==> config.mk <==
export PLATFORM = sky130hd
export DESIGN_NAME = midi_track_event_encoder_core
export DESIGN_NICKNAME = d
export VERILOG_FILES = /design/src/hdl/mtev_pkg.sv /design/src/hdl/mtev_vlq.sv /design/src/hdl/midi_track_event_encoder_core.sv
export SDC_FILE = /design/constraint.sdc
export NUM_CORES = 1
export LEC_CHECK = 0
export ABC_AREA = 1
export BUFFER_PORTS_ARGS = -buffer_cell sky130_fd_sc_hd__buf_4
export CAP_MARGIN = 10
export CORE_UTILIZATION = 25
export CTS_CLUSTER_DIAMETER = 80
export DETAILED_ROUTE_END_ITERATION = 7
export MAX_ROUTING_LAYER = met4
export PLACE_DENSITY_LB_ADDON = 0.2
export SLEW_MARGIN = 20
export SYNTH_ARGS = -nofsm -noshare
export SYNTH_HDL_FRONTEND = slang
export SYNTH_SLANG_ARGS = --single-unit
==> constraint.sdc <==
create_clock -name clk -period 6.76 [get_ports clk]
set_input_delay 0.338 -clock clk [delete_from_list [all_inputs] [get_ports clk]]
set_output_delay 0.338 -clock clk [all_outputs]
set_load 0.03 [all_outputs]
==> src/hdl/mtev_pkg.sv <==
// ----------------------------------------------------------------------------
// mtev_pkg
// Types and constants shared by the track event encoder modules.
// ----------------------------------------------------------------------------
`timescale 1ns / 1ps

package mtev_pkg;

  // Command codes
  localparam logic [3:0] CMD_NOTE_ON   = 4'd0;
  localparam logic [3:0] CMD_NOTE_OFF  = 4'd1;
  localparam logic [3:0] CMD_PROGRAM   = 4'd2;
  localparam logic [3:0] CMD_BEND      = 4'd3;
  localparam logic [3:0] CMD_CONTROL   = 4'd4;
  localparam logic [3:0] CMD_NRPN      = 4'd5;
  localparam logic [3:0] CMD_NRPN_LSB  = 4'd6;
  localparam logic [3:0] CMD_RPN       = 4'd7;
  localparam logic [3:0] CMD_RPN_LSB   = 4'd8;
  localparam logic [3:0] CMD_BANK      = 4'd9;
  localparam logic [3:0] CMD_TEMPO     = 4'd10;
  localparam logic [3:0] CMD_TIME_SIG  = 4'd11;
  localparam logic [3:0] CMD_TRACK_END = 4'd12;

  // Status bytes (upper nibble, channel ORed in below)
  localparam logic [3:0] ST_NOTE_ON  = 4'h9;
  localparam logic [3:0] ST_NOTE_OFF = 4'h8;
  localparam logic [3:0] ST_PROGRAM  = 4'hC;
  localparam logic [3:0] ST_BEND     = 4'hE;
  localparam logic [3:0] ST_CONTROL  = 4'hB;
  localparam logic [7:0] ST_META     = 8'hFF;

  // Meta event types
  localparam logic [7:0] META_TEMPO    = 8'h51;
  localparam logic [7:0] META_TIME_SIG = 8'h58;
  localparam logic [7:0] META_END      = 8'h2F;

  // Controller numbers
  localparam logic [6:0] CC_DATA_MSB = 7'd6;
  localparam logic [6:0] CC_DATA_LSB = 7'd38;
  localparam logic [6:0] CC_NRPN_MSB = 7'd99;
  localparam logic [6:0] CC_NRPN_LSB = 7'd98;
  localparam logic [6:0] CC_RPN_MSB  = 7'd101;
  localparam logic [6:0] CC_RPN_LSB  = 7'd100;
  localparam logic [6:0] CC_BANK_MSB = 7'd0;
  localparam logic [6:0] CC_BANK_LSB = 7'd32;

  // Variable-length quantity thresholds
  localparam logic [27:0] VLQ_LIM4 = 28'h01FFFFF;
  localparam logic [27:0] VLQ_LIM3 = 28'h0003FFF;
  localparam logic [27:0] VLQ_LIM2 = 28'h000007F;

  // Stream widths
  localparam int IN_DATA_W = 104;
  localparam int IN_USER_W = 4;

  // Control from the sequencer to the delta-time shifter
  typedef struct packed {
    logic        load;
    logic        advance;
    logic [27:0] value;
  } vlq_ctrl_t;

  // Status back from the delta-time shifter
  typedef struct packed {
    logic [7:0] data;
    logic       done;
  } vlq_stat_t;

endpackage

==> src/hdl/mtev_vlq.sv <==
// ----------------------------------------------------------------------------
// mtev_vlq
// Delta-time shifter: emits a 28-bit value as a variable-length quantity,
// one 7-bit group per step, most significant group first.
// ----------------------------------------------------------------------------
`timescale 1ns / 1ps

module mtev_vlq (
  input  logic                clk,
  input  logic                rst,
  input  mtev_pkg::vlq_ctrl_t ctrl,
  output mtev_pkg::vlq_stat_t stat
);
  import mtev_pkg::*;

  logic [27:0] sh;
  logic [1:0]  cnt;
  logic [27:0] sh_load;
  logic [1:0]  cnt_load;

  // Left-align the top significant group and count the bytes to go
  always_comb begin
    if (ctrl.value > VLQ_LIM4) begin
      sh_load  = ctrl.value;
      cnt_load = 2'd3;
    end else if (ctrl.value > VLQ_LIM3) begin
      sh_load  = {ctrl.value[20:0], 7'd0};
      cnt_load = 2'd2;
    end else if (ctrl.value > VLQ_LIM2) begin
      sh_load  = {ctrl.value[13:0], 14'd0};
      cnt_load = 2'd1;
    end else begin
      sh_load  = {ctrl.value[6:0], 21'd0};
      cnt_load = 2'd0;
    end
  end

  // Hold the count; advance one group per step
  always_ff @(posedge clk) begin
    if (rst) begin
      cnt <= 2'd0;
    end else if (ctrl.load) begin
      cnt <= cnt_load;
    end else if (ctrl.advance && cnt != 2'd0) begin
      cnt <= cnt - 2'd1;
    end
  end

  // Shift the payload up by one group per step
  always_ff @(posedge clk) begin
    if (ctrl.load) begin
      sh <= sh_load;
    end else if (ctrl.advance) begin
      sh <= {sh[20:0], 7'd0};
    end
  end

  assign stat.data = {(cnt != 2'd0), sh[27:21]};
  assign stat.done = (cnt == 2'd0);

endmodule

==> src/hdl/midi_track_event_encoder_core.sv <==
// ----------------------------------------------------------------------------
// midi_track_event_encoder_core
// Standard MIDI File track event encoder with running status.
// ----------------------------------------------------------------------------
// One event is taken on the slave stream and its track bytes leave on the
// master stream, one byte per cycle while the sink is ready, tlast on the
// final byte of the event. An event produces 2 to 19 bytes, the longest being
// an NRPN or RPN with a value lsb. Bytes leave through a single output byte
// register, and the delta-time shifter releases one 7-bit group per cycle
// while the sink is ready. Commands 13 to 15 are taken and produce nothing.
// The block takes no new event until the last byte of the current one has
// been loaded into the output register.
`timescale 1ns / 1ps

module midi_track_event_encoder_core (
  input  logic                           clk,
  input  logic                           rst,
  // delta_time[27:0], channel[31:28], number[45:32], value[53:46],
  // value_low[61:54], click_ticks[69:62], thirty_seconds[77:70],
  // tempo[101:78], zero fill [103:102]
  input  logic [mtev_pkg::IN_DATA_W-1:0] s_tdata,
  // command[3:0]
  input  logic [mtev_pkg::IN_USER_W-1:0] s_tuser,
  input  logic                           s_tvalid,
  output logic                           s_tready,
  // out_byte[7:0]
  output logic [7:0]                     m_tdata,
  output logic                           m_tlast,
  output logic                           m_tvalid,
  input  logic                           m_tready
);
  import mtev_pkg::*;

  typedef enum logic [1:0] {
    ST_IDLE,
    ST_DELTA,
    ST_BODY
  } state_t;

  state_t      state;
  logic [7:0]  last_status;

  // Latched event
  logic [3:0]  cmd;
  logic [3:0]  chan;
  logic [13:0] number;
  logic [7:0]  value;
  logic [7:0]  value_low;
  logic [7:0]  click_ticks;
  logic [7:0]  thirty_seconds;
  logic [23:0] tempo;
  logic        skip_status;

  logic [1:0]  seg;
  logic [2:0]  idx;

  // Incoming fields
  logic [3:0]  in_cmd;
  logic [3:0]  in_chan;
  logic        in_known;
  logic        accept;
  logic [7:0]  in_status;
  logic [7:0]  in_new_status;
  logic        in_running;

  // Sequencer decode
  logic        out_free;
  logic [2:0]  body_len;
  logic [1:0]  seg_last;
  logic        body_end;
  logic        event_end;
  logic [7:0]  body_byte;
  logic        long_sig;
  logic        is_rpn;

  vlq_ctrl_t   vlq_ctrl;
  vlq_stat_t   vlq_stat;

  assign in_cmd   = s_tuser;
  assign in_chan  = s_tdata[31:28];
  assign in_known = (in_cmd <= CMD_TRACK_END);
  assign s_tready = (state == ST_IDLE);
  assign accept   = s_tvalid && s_tready;
  assign out_free = !m_tvalid || m_tready;

  // Work out the status of the incoming event and whether it may run
  always_comb begin
    case (in_cmd)
      CMD_NOTE_ON:  in_status = {ST_NOTE_ON, in_chan};
      CMD_NOTE_OFF: in_status = {ST_NOTE_OFF, in_chan};
      CMD_PROGRAM:  in_status = {ST_PROGRAM, in_chan};
      CMD_BEND:     in_status = {ST_BEND, in_chan};
      CMD_CONTROL, CMD_NRPN, CMD_NRPN_LSB, CMD_RPN, CMD_RPN_LSB, CMD_BANK:
                    in_status = {ST_CONTROL, in_chan};
      default:      in_status = ST_META;
    endcase
    in_running    = (in_cmd <= CMD_BEND) && (in_status == last_status);
    in_new_status = in_known ? in_status : last_status;
  end

  // Segment and byte counts of the held event
  assign long_sig = (click_ticks != 8'd0) || (thirty_seconds != 8'd0);
  assign is_rpn   = (cmd == CMD_RPN) || (cmd == CMD_RPN_LSB);

  always_comb begin
    case (cmd)
      CMD_PROGRAM:  body_len = 3'd2;
      CMD_TEMPO:    body_len = 3'd6;
      CMD_TIME_SIG: body_len = long_sig ? 3'd7 : 3'd5;
      default:      body_len = 3'd3;
    endcase
    case (cmd)
      CMD_NRPN, CMD_RPN:         seg_last = 2'd2;
      CMD_NRPN_LSB, CMD_RPN_LSB: seg_last = 2'd3;
      CMD_BANK:                  seg_last = 2'd1;
      default:                   seg_last = 2'd0;
    endcase
  end

  assign body_end  = (idx == body_len - 3'd1);
  assign event_end = body_end && (seg == seg_last);

  // Select the byte after the delta time
  always_comb begin
    body_byte = 8'h00;
    case (cmd)
      CMD_NOTE_ON, CMD_NOTE_OFF, CMD_BEND, CMD_PROGRAM, CMD_CONTROL: begin
        case (idx)
          3'd0: begin
            case (cmd)
              CMD_NOTE_ON:  body_byte = {ST_NOTE_ON, chan};
              CMD_NOTE_OFF: body_byte = {ST_NOTE_OFF, chan};
              CMD_PROGRAM:  body_byte = {ST_PROGRAM, chan};
              CMD_BEND:     body_byte = {ST_BEND, chan};
              default:      body_byte = {ST_CONTROL, chan};
            endcase
          end
          3'd1:    body_byte = {1'b0, number[6:0]};
          default: body_byte = (cmd == CMD_BEND) ? {1'b0, number[13:7]}
                                                 : {1'b0, value[6:0]};
        endcase
      end
      CMD_NRPN, CMD_NRPN_LSB, CMD_RPN, CMD_RPN_LSB, CMD_BANK: begin
        case (idx)
          3'd0: body_byte = {ST_CONTROL, chan};
          3'd1: begin
            case (seg)
              2'd0: body_byte = (cmd == CMD_BANK) ? {1'b0, CC_BANK_MSB}
                              : (is_rpn ? {1'b0, CC_RPN_MSB} : {1'b0, CC_NRPN_MSB});
              2'd1: body_byte = (cmd == CMD_BANK) ? {1'b0, CC_BANK_LSB}
                              : (is_rpn ? {1'b0, CC_RPN_LSB} : {1'b0, CC_NRPN_LSB});
              2'd2: body_byte = {1'b0, CC_DATA_MSB};
              default: body_byte = {1'b0, CC_DATA_LSB};
            endcase
          end
          default: begin
            case (seg)
              2'd0:    body_byte = {1'b0, number[13:7]};
              2'd1:    body_byte = {1'b0, number[6:0]};
              2'd2:    body_byte = {1'b0, value[6:0]};
              default: body_byte = {1'b0, value_low[6:0]};
            endcase
          end
        endcase
      end
      CMD_TEMPO: begin
        case (idx)
          3'd0:    body_byte = ST_META;
          3'd1:    body_byte = META_TEMPO;
          3'd2:    body_byte = 8'd3;
          3'd3:    body_byte = tempo[23:16];
          3'd4:    body_byte = tempo[15:8];
          default: body_byte = tempo[7:0];
        endcase
      end
      CMD_TIME_SIG: begin
        case (idx)
          3'd0:    body_byte = ST_META;
          3'd1:    body_byte = META_TIME_SIG;
          3'd2:    body_byte = long_sig ? 8'd4 : 8'd2;
          3'd3:    body_byte = value;
          3'd4:    body_byte = value_low;
          3'd5:    body_byte = click_ticks;
          default: body_byte = thirty_seconds;
        endcase
      end
      default: begin
        case (idx)
          3'd0:    body_byte = ST_META;
          3'd1:    body_byte = META_END;
          default: body_byte = 8'h00;
        endcase
      end
    endcase
  end

  // Drive the delta-time shifter
  always_comb begin
    vlq_ctrl.load    = (accept && in_known) ||
                       (state == ST_BODY && out_free && body_end && !event_end);
    vlq_ctrl.advance = (state == ST_DELTA) && out_free;
    vlq_ctrl.value   = accept ? s_tdata[27:0] : 28'd0;
  end

  mtev_vlq u_vlq (
    .clk  (clk),
    .rst  (rst),
    .ctrl (vlq_ctrl),
    .stat (vlq_stat)
  );

  // Sequencer, remembered status and output register
  always_ff @(posedge clk) begin
    if (rst) begin
      state       <= ST_IDLE;
      last_status <= 8'h00;
      m_tvalid    <= 1'b0;
      m_tlast     <= 1'b0;
      m_tdata     <= 8'h00;
      seg         <= 2'd0;
      idx         <= 3'd0;
      skip_status <= 1'b0;
    end else begin
      case (state)
        ST_IDLE: begin
          // Drop the last byte once the sink has taken it
          if (m_tready) begin
            m_tvalid <= 1'b0;
          end
          if (accept && in_known) begin
            state       <= ST_DELTA;
            seg         <= 2'd0;
            skip_status <= in_running;
            last_status <= in_new_status;
          end
        end
        ST_DELTA: begin
          if (out_free) begin
            m_tvalid <= 1'b1;
            m_tdata  <= vlq_stat.data;
            m_tlast  <= 1'b0;
            if (vlq_stat.done) begin
              state <= ST_BODY;
              idx   <= (seg == 2'd0 && skip_status) ? 3'd1 : 3'd0;
            end
          end
        end
        ST_BODY: begin
          if (out_free) begin
            m_tvalid <= 1'b1;
            m_tdata  <= body_byte;
            m_tlast  <= event_end;
            if (event_end) begin
              state <= ST_IDLE;
            end else if (body_end) begin
              state <= ST_DELTA;
              seg   <= seg + 2'd1;
            end else begin
              idx <= idx + 3'd1;
            end
          end
        end
        default: begin
          state <= ST_IDLE;
        end
      endcase
    end
  end

  // Hold the event fields
  always_ff @(posedge clk) begin
    if (accept) begin
      cmd            <= in_cmd;
      chan           <= in_chan;
      number         <= s_tdata[45:32];
      value          <= s_tdata[53:46];
      value_low      <= s_tdata[61:54];
      click_ticks    <= s_tdata[69:62];
      thirty_seconds <= s_tdata[77:70];
      tempo          <= s_tdata[101:78];
    end
  end

endmodule

==> results of run 1 <==
## cell usage after synthesis (3+ instances only)
library cell,count,area [um2]
nand2_1,220,826
edfxtp_1,106,3180
nor2_1,92,345
a21oi_1,73,365
inv_1,71,267
o21ai_0,60,300
nand3_1,46,230
dfxtp_1,28,561
nand4_1,15,93.8
o211ai_1,15,113
ha_1,14,175
clkbuf_1,12,45.0
o21ai_2,10,87.6
nor3_1,9,45.0
buf_2,8,40.0
a22oi_1,6,45.0
buf_6,6,67.6
inv_2,6,22.5
nand2_2,6,37.5
a31oi_1,4,25.0
nand3_2,4,40.0
xnor2_1,4,35.0
xor2_1,4,35.0
nand2_4,3,33.8
o21ai_1,3,15.0
## worst paths after layout
check,start,endpoint,depth (start not counted)
hold reg to reg,m_tdata[5],m_tdata[5],2
setup reg to reg,state[0],u_vlq.sh[26],12
setup / recovery,state[0],u_vlq.sh[26],12
hold / removal,s_tdata[98],tempo[20],1
## per-stage QoR
step	total power, mW	worst slack, ns	cell area (um2)	utilization
after global routing	3.98	2.66	9100	0.324
final	3.72	3.04	9100	0.324
after CTS	3.76	2.98	9100	0.324
after floorplan	2.31	3.53	7230	-
after global placement	2.76	2.98	8470	0.302
after detailed placement	2.75	2.98	8470	0.302
## layout by cell type (no fill, tap or decap), drive strengths merged, types with 2 or more instances in the layout
cell     synthesis  final
o211ai          15     15
buf             16    123
nor2            96     96
a31oi            4      4
nand4           15     15
dfxtp           28     28
xnor2            4      4
xor2             4      4
nand3           50     50
a21oi           73     73
a22oi            6      6
bufinv           0      4
clkinv           2      9
clkbuf          12     20
o21ai           73     73
nor3            11     11
o2111ai          2      2
or2              2      2
nand2          229    229
o22ai            2      2
inv             79     79
edfxtp         106    106
ha              14     14
## cells by family (layout without fill, tap and decap cells)
kind of cell,count (synthesis),in the layout,synth area share
AO/OA/AOI/OAI,179,179,0.140
XOR/XNOR,8,8,0.00969
adder cells (fa/ha/maj),14,14,0.0242
buffers and inverters,109,236,0.0659
flip-flops,134,134,0.518
AND/OR/NAND/NOR,405,405,0.243
## layout make-up
type                       instances  area share
inverter                          81      0.0340
tap                              378      0.0520
timing repair buffer             123       0.101
sequential                       134       0.411
clock inverter                    12      0.0195
multi-input combinational        606       0.332
clock buffer                      20      0.0491
## routing by layer
metal | vias to the layer above | routed length [um] | track usage
li1 | 3118 | - | -
met1 | 2900 | 10600 | 0.208
met2 | 180 | 9930 | 0.236
met3 | 20 | 1120 | 0.0304
met4 | 0 | 359 | 0.0473
met5 | - | 0 | -
## flip-flops by register name, summed over array words and instances, names as in the netlist
signal          flops
idx                 3
seg                 2
state               2
m_tvalid            1
cmd                 4
u_vlq.cnt           2
u_vlq.sh           28
m_tdata             8
tempo              24
number             14
skip_status         1
value_low           8
chan                4
value               8
thirty_seconds      8
click_ticks         8
m_tlast             1
last_status         8
## power by group through the flow
stage                     sequential (mW)  clock (mW)  combinational, mW
after floorplan                      1.33           0              0.980
after global placement               1.33           0               1.42
after detailed placement             1.33           0               1.42
after CTS                            1.32        1.01               1.43
after global routing                 1.34        1.04               1.60
final                                1.32       0.992               1.41
==> flow_summary_export.csv, run 1 <==
group,metric,value,unit
timing,period_minus_slack,3.72,ns
synth,synth_ff_type,"edfxtp_1",
placed_design,dp_hpwl,16000,um
timing,finalMaxSlewViolations,0,
clock_tree,clk_latency,0.42,ns
floorplan,coreArea,28100,um2
power_and_ir_drop,p_sw_frac,0.394,
timing,setup_viol,0,
timing,hold_ws,0.0944,ns
worst_hold_path,hold_path.class,"input pin to flop",
synth,synth_warnings,0,
synth,syn_area,7230,um2
global_route,grt-ovfl-total,0,
synth,synth-async-reset-ratio,0,
power_and_ir_drop,power.density,409,nW/um2
power_and_ir_drop,peakVddDrop,0.000178,V
critical_path,crit_slowest_cell,"buf_4",
routing,vias,6218,
floorplan,die_width,172,um
finish,area_delta_synth_final,25.8,%
finish,drive_gt1_frac,0.198,
routing,wl_per_cell,16.3,um
clock_tree,cts_hold_buffers,0,
placed_design,gp_congestion,0.899,
timing,clock.fmax,269,MHz
finish,final_cell_count_no_fill,1354,
synth,ys_types,41,
run_status,status,"completed",
routing,wirelength,22100,um
synth,yosys_register_bits,134,
timing,finalHoldViolCount,0,
clock_tree,cts_tree,"yes",
global_route,grt_pass1_vias,5978,
finish,multi_input_area,3020,um2
critical_path,reg2reg_slack,3.04,ns
clock_tree,cts_setup_buffers,0,
floorplan,start_util,0.258,
timing,rsz0062_at_grt,"no",
routing,drtIter0Drc,501,
global_route,grt_max_degree,64,
clock_tree,cts_sinks,134,
timing,skew,0.0106,ns
routing,first_pass_iters,6,
critical_path,critPathTopFamily,"buffers and inverters",
synth,synth_cells,849,
routing,ant_nets,0,
power_and_ir_drop,power.internal,2.26,mW
placed_design,dp_cells,1322,
floorplan,io_pins,123,
critical_path,path_common_cell,"o21ai_2",
critical_path,worstPathArrival,3.88,ns
floorplan,die_h,172,um
critical_path,path_class,"flop to flop",
synth,synth-edff-count,106,
critical_path,cp_max_fo,63,
critical_path,crit_path_cell_trace,"inv_1 > ha_1 > nand2_4 > inv_4 > buf_4 > o21ai_2 > nand3_2 > nor3_4 > inv_2 > o21ai_0 > a21oi_1 > o21ai_2",
clock_tree,cts.clk_slew.worst_paths,0.06,ns
clock_tree,cts_resized,0,
power_and_ir_drop,power.switching,1.47,mW
critical_path,crit_path_start_kind,"flop",
clock_tree,htreeDepth,4,
finish,seq_area,3740,um2
critical_path,cp.required,6.92,ns
global_route,antenna_found_initial,0,
timing,period_share,0.550,
timing,final.setup.tns,0,ns
synth,avgSynthCellArea,8.52,um2
critical_path,max_stage_delay,0.70,ns
synth,syn_nets,975,
power_and_ir_drop,clkPwrFrac,0.266,
finish,fillCellCount,3005,
floorplan,die-area,29600,um2
finish,antenna_cells,0,
synth,synth-seq-area-share,0.518,
global_route,track_usage,0.155,
placed_design,portBuffers,120,
routing,via_per_inst,4.59,
floorplan,num_rows,61,
clock_tree,clockBufferDepth,2,
clock_tree,cts_root_buf,"clkbuf_16",
timing,relSlewSlack,0.371,
power_and_ir_drop,power_frac_seq,0.353,
timing,worst_slew_pin_slew,0.940,ns
power_and_ir_drop,p_leak,3.69,nW
critical_path,end_kind,"flop",
finish,nets,1089,
job,maxCapViolations,0,
critical_path,path_buf_inv,4,
power_and_ir_drop,pwr-share-comb,0.380,
clock_tree,cts_buffers,17,
global_route,grt_pass1_wl,33400,um
routing,drc,0,
Power figures use the tool's default switching activity.
==> run 2, diff against run 1 <==
--- a/config.mk
+++ b/config.mk
@@ -5,7 +5,7 @@
 export SDC_FILE = /design/constraint.sdc
 export NUM_CORES = 1
 export LEC_CHECK = 0
-export ABC_AREA = 1
+export ABC_AREA = 0
 export BUFFER_PORTS_ARGS = -buffer_cell sky130_fd_sc_hd__buf_4
 export CAP_MARGIN = 10
 export CORE_UTILIZATION = 25
==> constraint.sdc (replaced) <==
create_clock -name clk -period 3.7 [get_ports clk]
set_input_delay 0.185 -clock clk [delete_from_list [all_inputs] [get_ports clk]]
set_output_delay 0.185 -clock clk [all_outputs]
set_load 0.03 [all_outputs]
==> run 2 against run 1 <==
Compared with the run above: total power grew 61%; sequential power grew 79%; clock-buffer cell count shrank 2; final cell count shrank 11%; final area grew 8.6%; fmax grew 15%; critical path depth shrank 5; non-clock buffer count grew 89; hold slack lost 0.075 ns; sequential share of layout area shrank 3.3 points; largest cell class unchanged; highest routed layer unchanged.
==> flow_summary_export.csv, run 2 <==
group,metric,value,unit
synth,synth.area.mux_share,0.0719,
global_route,grt_pass1_wl,33900,um
routing,first_pass_iters,5,
synth,ys_types,80,
synth,synth-simple-area-share,0.137,
synth,synth.top_cells.by_count,"edfxtp_1 (106), nor2_1 (62), nand2_1 (40)",
synth,synth-adder-area-share,0.0244,
routing,wl_met1,10500,um
global_route,track_usage,0.159,
critical_path,crit_slowest_cell,"a31o_4",
synth,yosys_register_bits,134,
routing,vias,5945,
critical_path,end_kind,"flop",
routing,drtIter0Drc,516,
synth,synth_cells,627,
critical_path,cp.required,3.78,ns
clock_tree,htreeDepth,4,
worst_hold_path,hold_path.class,"input pin to flop",
routing,ant_nets,0,
clock_tree,cts_root_buf,"clkbuf_16",
synth,syn_area,7170,um2
global_route,grt_max_degree,79,
synth,synth-async-reset-ratio,0,
finish,reg_top3,"u_vlq.sh: 28 flops, tempo: 24 flops, number: 14 flops",
clock_tree,cts_tree,"yes",
synth,synth-xor-area-share,0.00733,
synth,synth-edff-count,106,
timing,setup_viol,0,
timing,skew,0.0141,ns
clock_tree,clockBufferDepth,2,
finish,top_register,"u_vlq.sh",
power_and_ir_drop,p_leak,3.77,nW
routing,wl_met3,1000,um
clock_tree,cts.clk_slew.worst_paths,0.06,ns
floorplan,die-area,29400,um2
placed_design,dp_cells,1103,
timing,finalHoldViolCount,0,
finish,final_cell_count_no_fill,1211,
timing,rsz0062_at_grt,"no",
floorplan,start_util,0.256,
routing,top_layer,"met4",
critical_path,cp_max_fo,31,
finish,layout_commonest_cell,"buf_4",
timing,clock.fmax,309,MHz
floorplan,die_width,171,um
placed_design,dpl_cell_area,8470,um2
critical_path,crit_path_start_kind,"flop",
synth,yosysTopAreaCell,"edfxtp_1",
synth,synth_ff_type,"edfxtp_1",
finish,final_cell_mix,"buf_4 (136), edfxtp_1 (106), dlygate4sd3_1 (76)",
floorplan,coreArea,28000,um2
placed_design,dp_hpwl,15400,um
placed_design,portBuffers,120,
finish,drive_gt1_frac,0.257,
clock_tree,clk_latency,0.43,ns
clock_tree,cts_buffers,17,
power_and_ir_drop,power.density,607,nW/um2
clock_tree,cts_sinks,134,
routing,wl_per_cell,18.6,um
critical_path,path_class,"flop to flop",
synth,synthMostInstantiatedCell,"edfxtp_1",
critical_path,crit_path_cell_trace,"nor4_1 > nand4_1 > mux2i_1 > nor2_1 > a31o_4 > a21o_1 > buf_4",
finish,antenna_cells,0,
placed_design,gp_congestion,0.837,
routing,wirelength,22500,um
timing,period_share,0.875,
synth,synth_top_family_by_area,"compound AO/OA/AOI/OAI gates",
synth,yosys.area.top_type_share,0.444,
clock_tree,cts_setup_buffers,0,
synth,avgSynthCellArea,11.4,um2
timing,worst_slew_pin_slew,1.04,ns
finish,nets,946,
timing,finalMaxSlewViolations,0,
finish,area_delta_synth_final,37.7,%
timing,relSlewSlack,0.307,
job,maxCapViolations,0,
synth,synthTopCellsByArea,"edfxtp_1 (44%), dfxtp_1 (7.8%), mux2_4 (4.6%)",
floorplan,io_pins,123,
global_route,grt_pass1_vias,5851,
run_status,status,"completed",
timing,period_minus_slack,3.24,ns
floorplan,die_h,171,um
finish,fillCellCount,2848,
finish,largest_reg_flops,28,
synth,synth-seq-area-share,0.522,
routing,dr_wl_met2,10600,um
power_and_ir_drop,peakVddDrop,0.000348,V
critical_path,path_buf_inv,1,
synth,syn_nets,753,
synth,synth_warnings,0,
routing,via_per_inst,4.91,
finish,fin_area,9880,um2
global_route,antenna_found_initial,0,
critical_path,critPathTopFamily,"simple AND/OR/NAND/NOR gates",
floorplan,num_rows,61,
critical_path,worstPathArrival,3.32,ns
synth,synth_compound_area_frac,0.200,
critical_path,max_stage_delay,0.58,ns
routing,drc,0,
global_route,grt-ovfl-total,0,
timing,final.setup.tns,0,ns
-- run 2: area by class of cell --
class / instances / area (um2) / area share
clock buffer: 18 / 429 / 0.0434
clock inverter: 14 / 221 / 0.0224
inverter: 19 / 75.1 / 0.00760
multi-input combinational: 436 / 3160 / 0.319
sequential: 134 / 3740 / 0.379
tap: 378 / 473 / 0.0479
timing repair buffer: 212 / 1780 / 0.180
-- run 2: worst paths after layout --
check | start | end | slack (ns) | cells past startpoint
setup / recovery | click_ticks[0] | u_vlq.sh[26] | 0.46 | 7
hold / removal | s_tuser[2] | cmd[2] | 0.02 | 1
setup reg to reg | click_ticks[0] | u_vlq.sh[26] | 0.46 | 7
hold reg to reg | m_tdata[7] | m_tdata[7] | 0.46 | 2
-- run 2: per-layer routing --
| layer | vias to the layer above | track usage |
|---|---|---|
| met5 | - | - |
| met4 | 0 | 0.0547 |
| met3 | 28 | 0.0315 |
| met2 | 170 | 0.251 |
| met1 | 2890 | 0.204 |
| li1 | 2857 | - |
-- run 2: cell families (layout without fill, tap and decap cells) --
logic type	Yosys count	count (layout)
buf+inv	57	263
mux	40	40
xor+xnor	6	6
simple gates	193	193
fa+ha+maj	14	14
compound gates	183	183
flops	134	134
-- run 2: timing repair --
item                                   in CTS  in global routing
hold buffers                               76                  0
resized for setup                           0                  0
endpoints found under the hold margin      76                  0
-- run 2: metrics by stage --
stage | setup slack [ns] | utilization | hold WS (ns) | total power, mW
detailed placement | 0.490 | 0.302 | 0.364 | 4.07
finish | 0.464 | 0.353 | 0.0194 | 6.00
global route | 0.278 | 0.353 | 0.0180 | 6.31
global placement | 0.543 | 0.302 | 0.365 | 4.06
floorplan | 0.325 | - | 0.284 | 3.49
CTS | 0.461 | 0.353 | 0.00830 | 6.07
-- run 2: where the power goes --
| group | internal [mW] | leakage [nW] | switching, mW | total (mW) |
|---|---|---|---|---|
| clock | 1.20 | 0.308 | 0.714 | 1.92 |
| combinational | 0.755 | 2.21 | 0.962 | 1.72 |
| sequential | 2.14 | 1.25 | 0.219 | 2.36 |
| total | 4.10 | 3.77 | 1.89 | 6.00 |
